--- src/hw/rtl/mrfe_pkg.sv ---
`default_nettype none

package mrfe_pkg;

  // default register capacity of a read reply
  localparam int MAX_REGS_DEF = 32;

  // depth of the request queue between front and back (power of two)
  localparam int QDEPTH = 2;

  // input kinds
  localparam logic KIND_REQ  = 1'b0;
  localparam logic KIND_RESP = 1'b1;

  // result kinds
  localparam logic [1:0] OUT_TX     = 2'd0;
  localparam logic [1:0] OUT_WORD   = 2'd1;
  localparam logic [1:0] OUT_STATUS = 2'd2;

  // frame status codes
  localparam logic [2:0] ST_READ_OK   = 3'd0;
  localparam logic [2:0] ST_WRITE_OK  = 3'd1;
  localparam logic [2:0] ST_CRC_BAD   = 3'd2;
  localparam logic [2:0] ST_WRONG_SLV = 3'd3;
  localparam logic [2:0] ST_OTHER_FN  = 3'd4;
  localparam logic [2:0] ST_MALFORMED = 3'd5;

  // function codes
  localparam logic [7:0] FUNC_READ  = 8'h03;
  localparam logic [7:0] FUNC_WRITE = 8'h06;

  localparam logic [15:0] CRC_INIT = 16'hFFFF;
  localparam logic [15:0] CRC_POLY = 16'hA001;

  // classified request held in the queue
  typedef struct packed {
    logic        is_req;
    logic [7:0]  slave;
    logic [7:0]  func_code;
    logic [15:0] reg_address;
    logic [15:0] req_value;
    logic [7:0]  rx_byte;
    logic        frame_end;
  } cmd_t;

  // reflected crc-16 over one byte
  function automatic logic [15:0] crc_byte(input logic [15:0] c, input logic [7:0] b);
    logic [15:0] r;
    r = c ^ {8'h00, b};
    for (int i = 0; i < 8; i++) begin
      if (r[0]) begin
        r = (r >> 1) ^ CRC_POLY;
      end else begin
        r = r >> 1;
      end
    end
    return r;
  endfunction

endpackage

`default_nettype wire

--- src/hw/rtl/mrfe_front.sv ---
`default_nettype none

module mrfe_front (
  input  wire logic          clk,
  input  wire logic          rst,
  input  wire logic          push,
  output logic               full,
  input  wire logic          kind,
  input  wire logic [7:0]    slave,
  input  wire logic [7:0]    func_code,
  input  wire logic [15:0]   reg_address,
  input  wire logic [15:0]   req_value,
  input  wire logic [7:0]    rx_byte,
  input  wire logic          frame_end,
  output logic               q_valid,
  output mrfe_pkg::cmd_t     q_cmd,
  input  wire logic          q_pop
);
  import mrfe_pkg::*;

  localparam int QAW = (QDEPTH > 1) ? $clog2(QDEPTH) : 1;

  cmd_t            entries [QDEPTH];
  logic [QAW-1:0]  wr_ptr;
  logic [QAW-1:0]  rd_ptr;
  logic [QAW:0]    count;
  logic            do_push;
  logic            do_pop;
  cmd_t            cmd_in;

  assign full    = (count == (QAW+1)'(QDEPTH));
  assign q_valid = (count != '0);
  assign do_push = push && !full;
  assign do_pop  = q_pop && q_valid;
  assign q_cmd   = entries[rd_ptr];

  // classify the incoming item
  always_comb begin
    cmd_in.is_req      = (kind == KIND_REQ);
    cmd_in.slave       = slave;
    cmd_in.func_code   = func_code;
    cmd_in.reg_address = reg_address;
    cmd_in.req_value   = req_value;
    cmd_in.rx_byte     = rx_byte;
    cmd_in.frame_end   = frame_end && (kind == KIND_RESP);
  end

  always_ff @(posedge clk) begin
    if (do_push) begin
      entries[wr_ptr] <= cmd_in;
    end
  end

  always_ff @(posedge clk) begin
    if (rst) begin
      wr_ptr <= '0;
      rd_ptr <= '0;
      count  <= '0;
    end else begin
      if (do_push) begin
        wr_ptr <= wr_ptr + 1'b1;
      end
      if (do_pop) begin
        rd_ptr <= rd_ptr + 1'b1;
      end
      if (do_push && !do_pop) begin
        count <= count + 1'b1;
      end else if (do_pop && !do_push) begin
        count <= count - 1'b1;
      end
    end
  end

endmodule

`default_nettype wire

--- src/hw/rtl/mrfe_back.sv ---
`default_nettype none

module mrfe_back #(
  parameter int MAX_REGS = mrfe_pkg::MAX_REGS_DEF
) (
  input  wire logic          clk,
  input  wire logic          rst,
  input  wire logic          q_valid,
  input  wire mrfe_pkg::cmd_t q_cmd,
  output logic               q_pop,
  output logic               empty,
  input  wire logic          pop,
  output logic [1:0]         out_kind,
  output logic [7:0]         tx_byte,
  output logic [5:0]         reg_index,
  output logic [15:0]        reg_value,
  output logic [2:0]         status,
  output logic               last
);
  import mrfe_pkg::*;

  localparam int AW = (MAX_REGS > 1) ? $clog2(MAX_REGS) : 1;
  localparam logic [7:0] LEN_MAX  = 8'(2 * MAX_REGS + 5);
  localparam logic [6:0] REGS_LIM = 7'(MAX_REGS);

  localparam logic [2:0] S_IDLE    = 3'd0;
  localparam logic [2:0] S_REQ     = 3'd1;
  localparam logic [2:0] S_EVAL    = 3'd2;
  localparam logic [2:0] S_WRD_RD  = 3'd3;
  localparam logic [2:0] S_WRD_OUT = 3'd4;
  localparam logic [2:0] S_STATUS  = 3'd5;

  logic [2:0]  state;
  logic [2:0]  state_next;
  logic [7:0]  expected_slave;
  logic [15:0] crc_rx;
  logic [7:0]  byte_counter;
  logic [7:0]  resp_slave;
  logic [7:0]  resp_function;
  logic [7:0]  resp_byte_count;
  logic [15:0] tail_bytes;
  logic [7:0]  hi_hold;
  logic [47:0] frame;
  logic [2:0]  tx_idx;
  logic [15:0] crc_tx;
  logic [2:0]  st_reg;
  logic [5:0]  word_cnt;
  logic        out_valid;

  logic [15:0] mem [MAX_REGS];
  logic [15:0] mem_q;

  logic        out_free;
  logic        take_byte;
  logic [7:0]  k;
  logic [6:0]  idx;
  logic        wr_en;
  logic [7:0]  tx_sel;
  logic        emit;
  logic [1:0]  e_kind;
  logic [7:0]  e_tx;
  logic [5:0]  e_idx;
  logic [15:0] e_val;
  logic [2:0]  e_st;
  logic        e_last;
  logic [2:0]  st_eval;
  logic        go_words;
  logic [6:0]  nwords;
  logic        last_word;

  assign out_free  = !out_valid || pop;
  assign empty     = !out_valid;
  assign q_pop     = (state == S_IDLE) && q_valid;
  assign take_byte = q_pop && !q_cmd.is_req;

  // word store addressing for data bytes
  assign k     = byte_counter - 8'd3;
  assign idx   = k[7:1];
  assign wr_en = take_byte && (byte_counter >= 8'd3) && (idx < REGS_LIM) && k[0];

  assign nwords    = resp_byte_count[7:1];
  assign last_word = ({1'b0, word_cnt} == (nwords - 7'd1));

  always_comb begin
    case (tx_idx)
      3'd0:    tx_sel = frame[47:40];
      3'd1:    tx_sel = frame[39:32];
      3'd2:    tx_sel = frame[31:24];
      3'd3:    tx_sel = frame[23:16];
      3'd4:    tx_sel = frame[15:8];
      3'd5:    tx_sel = frame[7:0];
      3'd6:    tx_sel = crc_tx[7:0];
      default: tx_sel = crc_tx[15:8];
    endcase
  end

  // frame checks: length, crc, slave, function
  always_comb begin
    go_words = 1'b0;
    if (byte_counter < 8'd4 || byte_counter > LEN_MAX) begin
      st_eval = ST_MALFORMED;
    end else if (tail_bytes != {crc_rx[7:0], crc_rx[15:8]}) begin
      st_eval = ST_CRC_BAD;
    end else if (resp_slave != expected_slave) begin
      st_eval = ST_WRONG_SLV;
    end else if (resp_function == FUNC_READ) begin
      if (({1'b0, byte_counter} != ({1'b0, resp_byte_count} + 9'd5)) ||
          resp_byte_count[0]) begin
        st_eval = ST_MALFORMED;
      end else begin
        st_eval  = ST_READ_OK;
        go_words = (nwords != 7'd0);
      end
    end else if (resp_function == FUNC_WRITE) begin
      st_eval = (byte_counter == 8'd8) ? ST_WRITE_OK : ST_MALFORMED;
    end else begin
      st_eval = ST_OTHER_FN;
    end
  end

  always_comb begin
    emit   = 1'b0;
    e_kind = OUT_TX;
    e_tx   = '0;
    e_idx  = '0;
    e_val  = '0;
    e_st   = '0;
    e_last = 1'b0;
    unique case (state)
      S_REQ: begin
        emit   = out_free;
        e_tx   = tx_sel;
        e_last = (tx_idx == 3'd7);
      end
      S_WRD_OUT: begin
        emit   = out_free;
        e_kind = OUT_WORD;
        e_idx  = word_cnt;
        e_val  = mem_q;
      end
      S_STATUS: begin
        emit   = out_free;
        e_kind = OUT_STATUS;
        e_st   = st_reg;
        e_last = 1'b1;
      end
      default: begin
      end
    endcase
  end

  always_comb begin
    state_next = state;
    unique case (state)
      S_IDLE: begin
        if (q_pop) begin
          if (q_cmd.is_req) begin
            state_next = S_REQ;
          end else if (q_cmd.frame_end) begin
            state_next = S_EVAL;
          end
        end
      end
      S_REQ: begin
        if (out_free && tx_idx == 3'd7) begin
          state_next = S_IDLE;
        end
      end
      S_EVAL:   state_next = go_words ? S_WRD_RD : S_STATUS;
      S_WRD_RD: state_next = S_WRD_OUT;
      S_WRD_OUT: begin
        if (out_free) begin
          state_next = last_word ? S_STATUS : S_WRD_RD;
        end
      end
      S_STATUS: begin
        if (out_free) begin
          state_next = S_IDLE;
        end
      end
      default: state_next = S_IDLE;
    endcase
  end

  // word store
  always_ff @(posedge clk) begin
    if (wr_en) begin
      mem[idx[AW-1:0]] <= {hi_hold, q_cmd.rx_byte};
    end
    if (state == S_WRD_RD) begin
      mem_q <= mem[word_cnt[AW-1:0]];
    end
  end

  // payload registers
  always_ff @(posedge clk) begin
    if (emit) begin
      out_kind  <= e_kind;
      tx_byte   <= e_tx;
      reg_index <= e_idx;
      reg_value <= e_val;
      status    <= e_st;
      last      <= e_last;
    end
    if (q_pop && q_cmd.is_req) begin
      frame <= {q_cmd.slave, q_cmd.func_code, q_cmd.reg_address, q_cmd.req_value};
    end
    if (take_byte && byte_counter >= 8'd3 && !k[0]) begin
      hi_hold <= q_cmd.rx_byte;
    end
    if (state == S_EVAL) begin
      st_reg <= st_eval;
    end
  end

  always_ff @(posedge clk) begin
    if (rst) begin
      state           <= S_IDLE;
      out_valid       <= 1'b0;
      expected_slave  <= '0;
      crc_rx          <= CRC_INIT;
      byte_counter    <= '0;
      resp_slave      <= '0;
      resp_function   <= '0;
      resp_byte_count <= '0;
      tail_bytes      <= '0;
      tx_idx          <= '0;
      crc_tx          <= CRC_INIT;
      word_cnt        <= '0;
    end else begin
      state <= state_next;
      if (emit) begin
        out_valid <= 1'b1;
      end else if (pop) begin
        out_valid <= 1'b0;
      end

      if (q_pop && q_cmd.is_req) begin
        expected_slave  <= q_cmd.slave;
        crc_tx          <= CRC_INIT;
        tx_idx          <= '0;
        crc_rx          <= CRC_INIT;
        byte_counter    <= '0;
        resp_slave      <= '0;
        resp_function   <= '0;
        resp_byte_count <= '0;
        tail_bytes      <= '0;
      end

      if (take_byte) begin
        if (byte_counter >= 8'd2) begin
          crc_rx <= crc_byte(crc_rx, tail_bytes[15:8]);
        end
        tail_bytes <= {tail_bytes[7:0], q_cmd.rx_byte};
        if (byte_counter == 8'd0) begin
          resp_slave <= q_cmd.rx_byte;
        end else if (byte_counter == 8'd1) begin
          resp_function <= q_cmd.rx_byte;
        end else if (byte_counter == 8'd2) begin
          resp_byte_count <= q_cmd.rx_byte;
        end
        if (byte_counter != 8'hFF) begin
          byte_counter <= byte_counter + 8'd1;
        end
      end

      if (state == S_REQ && out_free) begin
        if (tx_idx < 3'd6) begin
          crc_tx <= crc_byte(crc_tx, tx_sel);
        end
        tx_idx <= tx_idx + 3'd1;
      end

      if (state == S_EVAL) begin
        word_cnt <= '0;
      end
      if (state == S_WRD_OUT && out_free && !last_word) begin
        word_cnt <= word_cnt + 6'd1;
      end

      // frame closed: receive side back to its reset state
      if (state == S_STATUS && out_free) begin
        crc_rx          <= CRC_INIT;
        byte_counter    <= '0;
        resp_slave      <= '0;
        resp_function   <= '0;
        resp_byte_count <= '0;
        tail_bytes      <= '0;
      end
    end
  end

endmodule

`default_nettype wire

--- src/hw/rtl/modbus_rtu_master_frame_engine_unit.sv ---
`default_nettype none

// channel   direction  handshake     payload
// request   in         push / full   kind slave func_code reg_address req_value
//                                    rx_byte frame_end
// result    out        pop / empty   out_kind tx_byte reg_index reg_value status last
//
// a send request leaves the queue, then goes out one tx byte per cycle while the result
// register is free, the crc advancing one byte per emitted byte
// a response byte is taken while the back is idle; a frame end goes through the checks,
// then per register word a store read (registered) and an output, and then the status
// rst is synchronous and active high; the word store is not cleared
// the input queue keeps taking requests, until full, while the result register waits on pop

module modbus_rtu_master_frame_engine_unit #(
  parameter int MAX_REGS = mrfe_pkg::MAX_REGS_DEF
) (
  input  wire logic        clk,
  input  wire logic        rst,
  input  wire logic        push,
  output logic             full,
  input  wire logic        kind,
  input  wire logic [7:0]  slave,
  input  wire logic [7:0]  func_code,
  input  wire logic [15:0] reg_address,
  input  wire logic [15:0] req_value,
  input  wire logic [7:0]  rx_byte,
  input  wire logic        frame_end,
  output logic             empty,
  input  wire logic        pop,
  output logic [1:0]       out_kind,
  output logic [7:0]       tx_byte,
  output logic [5:0]       reg_index,
  output logic [15:0]      reg_value,
  output logic [2:0]       status,
  output logic             last
);
  import mrfe_pkg::*;

  // classified request leaving the front queue
  logic q_valid;
  logic q_pop;
  cmd_t q_cmd;

  // front: accepts and classifies requests into a short queue
  mrfe_front u_front (
    .clk         (clk),
    .rst         (rst),
    .push        (push),
    .full        (full),
    .kind        (kind),
    .slave       (slave),
    .func_code   (func_code),
    .reg_address (reg_address),
    .req_value   (req_value),
    .rx_byte     (rx_byte),
    .frame_end   (frame_end),
    .q_valid     (q_valid),
    .q_cmd       (q_cmd),
    .q_pop       (q_pop)
  );

  // back: frame builder, response decoder, word store and result register
  mrfe_back #(
    .MAX_REGS (MAX_REGS)
  ) u_back (
    .clk       (clk),
    .rst       (rst),
    .q_valid   (q_valid),
    .q_cmd     (q_cmd),
    .q_pop     (q_pop),
    .empty     (empty),
    .pop       (pop),
    .out_kind  (out_kind),
    .tx_byte   (tx_byte),
    .reg_index (reg_index),
    .reg_value (reg_value),
    .status    (status),
    .last      (last)
  );

endmodule

`default_nettype wire

--- config.mk ---
export PLATFORM = sky130hd
export DESIGN_NAME = modbus_rtu_master_frame_engine_unit
export DESIGN_NICKNAME = d
export VERILOG_FILES = /design/src/hw/rtl/mrfe_pkg.sv /design/src/hw/rtl/mrfe_front.sv /design/src/hw/rtl/mrfe_back.sv /design/src/hw/rtl/modbus_rtu_master_frame_engine_unit.sv
export SDC_FILE = /design/constraint.sdc
export NUM_CORES = 1
export LEC_CHECK = 0
export CAP_MARGIN = 5
export CORE_MARGIN = 5
export CORE_UTILIZATION = 36
export CTS_BUF_LIST = sky130_fd_sc_hd__clkbuf_4
export CTS_CLUSTER_DIAMETER = 80
export DETAILED_ROUTE_END_ITERATION = 6
export DONT_BUFFER_PORTS = 1
export GPL_TIMING_DRIVEN = 1
export PLACE_DENSITY = 0.59
export SYNTH_ARGS = -nofsm -noshare
export SYNTH_HDL_FRONTEND = slang
export SYNTH_SLANG_ARGS = --single-unit
--- constraint.sdc ---
create_clock -name clk -period 11.4 [get_ports clk]
set_input_delay 2.85 -clock clk [delete_from_list [all_inputs] [get_ports clk]]
set_output_delay 2.85 -clock clk [all_outputs]
set_load 0.02 [all_outputs]
==> metrics.md <==
| Metric | Value |
|---|---|
| Vias in the first global route | `between 15000 and 20000` |
| Largest net degree at the start of global routing | `91` |
| CP Buf/Inv Count | `1` |
| Crit path DAT | `roughly 1.7 ns` |
| Endpoints failing hold | `0` |
| Cell Pwr Density | `slightly above 200 nW/um2` |
| Worst-path fanout max | `4` |
| Number of fill cells | `between 8000 and 9000` |
| VDD IR-drop max | `0.145 mV` |
| HP Start | `u_back.tail_bytes[9]` |
| Clk slew on worst S/H paths | `about 0.070 ns` |
| Pre-antenna DRT Iters | `5` |
| Post-Synthesis Cell Area | `about 33000 um2` |
| Switching power share of the total | `between 20% and 30%` |
| Residual DRC | `0` |
| Top FF cell, synth | `edfxtp_1` |
| R2r endpoint | `u_back.mem_q[6]` |
| First-pass GRT wire length | `116 mm` |
| Syn Area/Cell | `17.5 um2` |
| Origin of the critical flop-to-flop path | `u_back.word_cnt[1]` |
| Slew headroom | `between 10% and 20%` |
| Number of enable flip-flop cells after synthesis | `739` |
| Total congestion overflow | `0` |
| Setup TNS | `0 ns` |
| Crit path cell chain | `nand2b_1 > inv_1` |
| Worst setup EP type | `output port` |
| GRT Resource Usage Total | `between 15 and 20%` |
| Least-Margin Pin Slew | `1.27 ns` |
| Logic pwr share | `roughly 16%` |
| R2R cell count | `5` |
| # IOs | `100` |
| CTS Hold Bufs | `0` |
| Initial Util | `about 36%` |
| Gpl congestion | `between 0.7 and 0.8` |
| Pre-CTS setup slack | `around 6.2 ns` |
| Total Nets Final | `2150` |
| Int Power | `between 5000 and 6000 uW` |
| Share of cells above drive strength 1 | `about 30%` |
| Number of setup violations in the final report | `0` |
| H-Tree Depth | `4` |
| HP Class | `reg2reg` |
| Max cap viols | `0` |
| Crit start category | `flip-flop` |
| Cell count after synthesis | `approximately 1900` |
| Final worst-path cycle share | `about 40%` |
| Clock tree buffer depth | `3` |
| Yosys top cell area share | `66.4%` |
| Max reg flops | `between 500 and 600` |
| Drt wl/cell | `between 20 and 25 um` |
| Design Power | `roughly 7700 uW` |
| Commonest cells post-synth | `739 x edfxtp_1, 160 x mux4_2, 158 x nor2_1` |
| HPWL after detailed placement | `~44 mm` |
| Final antenna-violating net count | `0` |
| Drt total wl | `between 70 and 80 mm` |
| Worst Clk Skew | `0.0878 ns` |
| Layout area overhead | `13.5%` |
| CTS Buf Count | `between 200 and 250` |
| Unrepaired setup endpoints after global routing | `false` |
| Hold Path Stages | `2` |
| Full die area | `about 99000 um2` |
| Critical Path RT | `about 8.6 ns` |
| Most common cell in the netlist | `edfxtp_1` |
| Post-synthesis sequential area ratio | `between 70 and 80%` |
| FMAX | `between 200 and 250 MHz` |
| Psw | `2150 uW` |
| Worst skew pair latency | `around 1.1 ns` |
| Yosys warns | `0` |
| Initial antenna violation count | `3` |
| Port bufs | `0` |
| Ys async rst share | `0%` |
| Min cycle time layout | `4.59 ns` |
| Core box area | `around 92000 um2` |
| Root buffer cell | `clkbuf_4` |
| DR iter-0 viols | `roughly 1700` |
| Slowest CP cell | `dfxtp_1` |
| Row cnt | `approximately 110` |
| LEAKAGE | `between 0.01 and 0.015 uW` |
| Power share of the sequential group | `about half` |
| Syn nets | `roughly 2000` |
| Critical Path Max Stage Delay | `approximately 0.35 ns` |
| Worst setup margin | `between 6 and 7 ns` |
| Via/cell ratio | `between 5 and 6` |
| TritonCTS clock tree | `yes` |
| Hold EP | `u_back.tail_bytes[9]` |
| Pins Over Slew Limit | `0` |
| CP delay by family, top | `flip-flops` |
| Cell accounting for the most synthesized area | `edfxtp_1` |
| # resized after CTS | `0` |
| Flop-to-flop setup slack | `around 7.6 ns` |
| Clock network power share | `about a third` |
| Largest cells by area after synthesis | `edfxtp_1 66%, mux4_2 11%, dfxtp_1 6.3%` |
| CTS sink count | `between 800 and 900` |
| Distinct cells, synth | `61` |
| Status | `finished, final reports clean` |
| Flops & latches, synth | `~850` |
| Setup bufs post-CTS | `0` |
| Die X | `between 300 and 400 um` |
| Via count | `17800` |
| Kind of critical path | `reg2out` |
| Die Height | `~310 um` |
[stage by stage]
stage	cells	instance area, um2	hold slack [ns]	utilization (%)
after global placement	3098	35100	0.454	38.2
after floorplan	1908	33400	0.444	-
after CTS	3474	37900	0.471	41.2
final	3480	37900	0.469	41.3
after global routing	3480	37900	0.487	41.3
after detailed placement	3098	35100	0.463	38.2
[power groups by stage]
stage                     registers, uW  logic [uW]  clock network, uW
after floorplan                    3890         967                  0
after global placement             3950        1240                  0
after global routing               3910        1390               2870
after CTS                          3890        1280               2680
final                              3890        1270               2590
after detailed placement           3960        1280                  0
[how the worst max path moves through the flow]
stage	start	slack, ns	cells after the start	to
2_1_floorplan	pop	5.51	2	u_back.last
6_report	u_front.count[0]	6.81	2	full
5_1_grt	u_front.count[0]	6.66	2	full
4_1_cts	u_front.count[0]	6.69	2	full
3_3_place_gp	pop	6.39	6	u_back.crc_tx[14]
3_5_place_dp	pop	6.23	6	u_back.crc_tx[15]
[cell usage in the layout (no fill, tap or decap), drive strengths merged, types with 10 or more instances in the layout]
| cell | instances |
|---|---|
| a21oi | 61 |
| clkinv | 44 |
| xor2 | 40 |
| and2 | 28 |
| o21ai | 34 |
| mux2i | 10 |
| nand2 | 47 |
| nor3 | 52 |
| clkbuf | 320 |
| ha | 19 |
| inv | 37 |
| mux2 | 77 |
| dfxtp | 106 |
| a31oi | 26 |
| xnor2 | 34 |
| nand3 | 31 |
| mux4 | 160 |
| edfxtp | 739 |
| o22ai | 17 |
| buf | 54 |
| nor2 | 159 |
| nand2b | 22 |
[worst reg2reg max path: cells and delay by family (launching register included)]
| kind | cells | cell delay (ns) |
|---|---|---|
| buf+inv | 2 | 1.48 |
| mux | 3 | 1.27 |
| flops | 1 | 0.80 |
[routing by layer]
layer,vias up,global-route usage [%],routed length [um]
li1,7979,-,-
met1,9138,20.6,32300
met2,597,25.0,37700
met3,126,3.77,4690
met4,0,5.55,1850
met5,-,0,0
[final cells by class]
| type | instances | area, um2 | share of cell area (%) |
|---|---|---|---|
| flip-flops and latches | 845 | 24300 | 64.1 |
| clock inverters | 56 | 405 | 1.07 |
| diodes | 6 | 15.0 | 0.0396 |
| repair buffers | 54 | 418 | 1.10 |
| multi-input cells | 925 | 8690 | 22.9 |
| well taps | 1243 | 1560 | 4.10 |
| clock buffers | 320 | 2400 | 6.33 |
| inverters | 31 | 116 | 0.307 |
[logic make-up after synthesis]
kind of cell	Yosys count	synth area share, %
adder cells (fa/ha/maj)	19	0.711
XOR/XNOR	76	2.13
AO/OA/AOI/OAI	195	3.69
buffers and inverters	138	1.57
multiplexers	247	13.7
flip-flops	845	72.7
AND/OR/NAND/NOR	388	5.48
No activity file was read; power rests on OpenSTA's default activity.
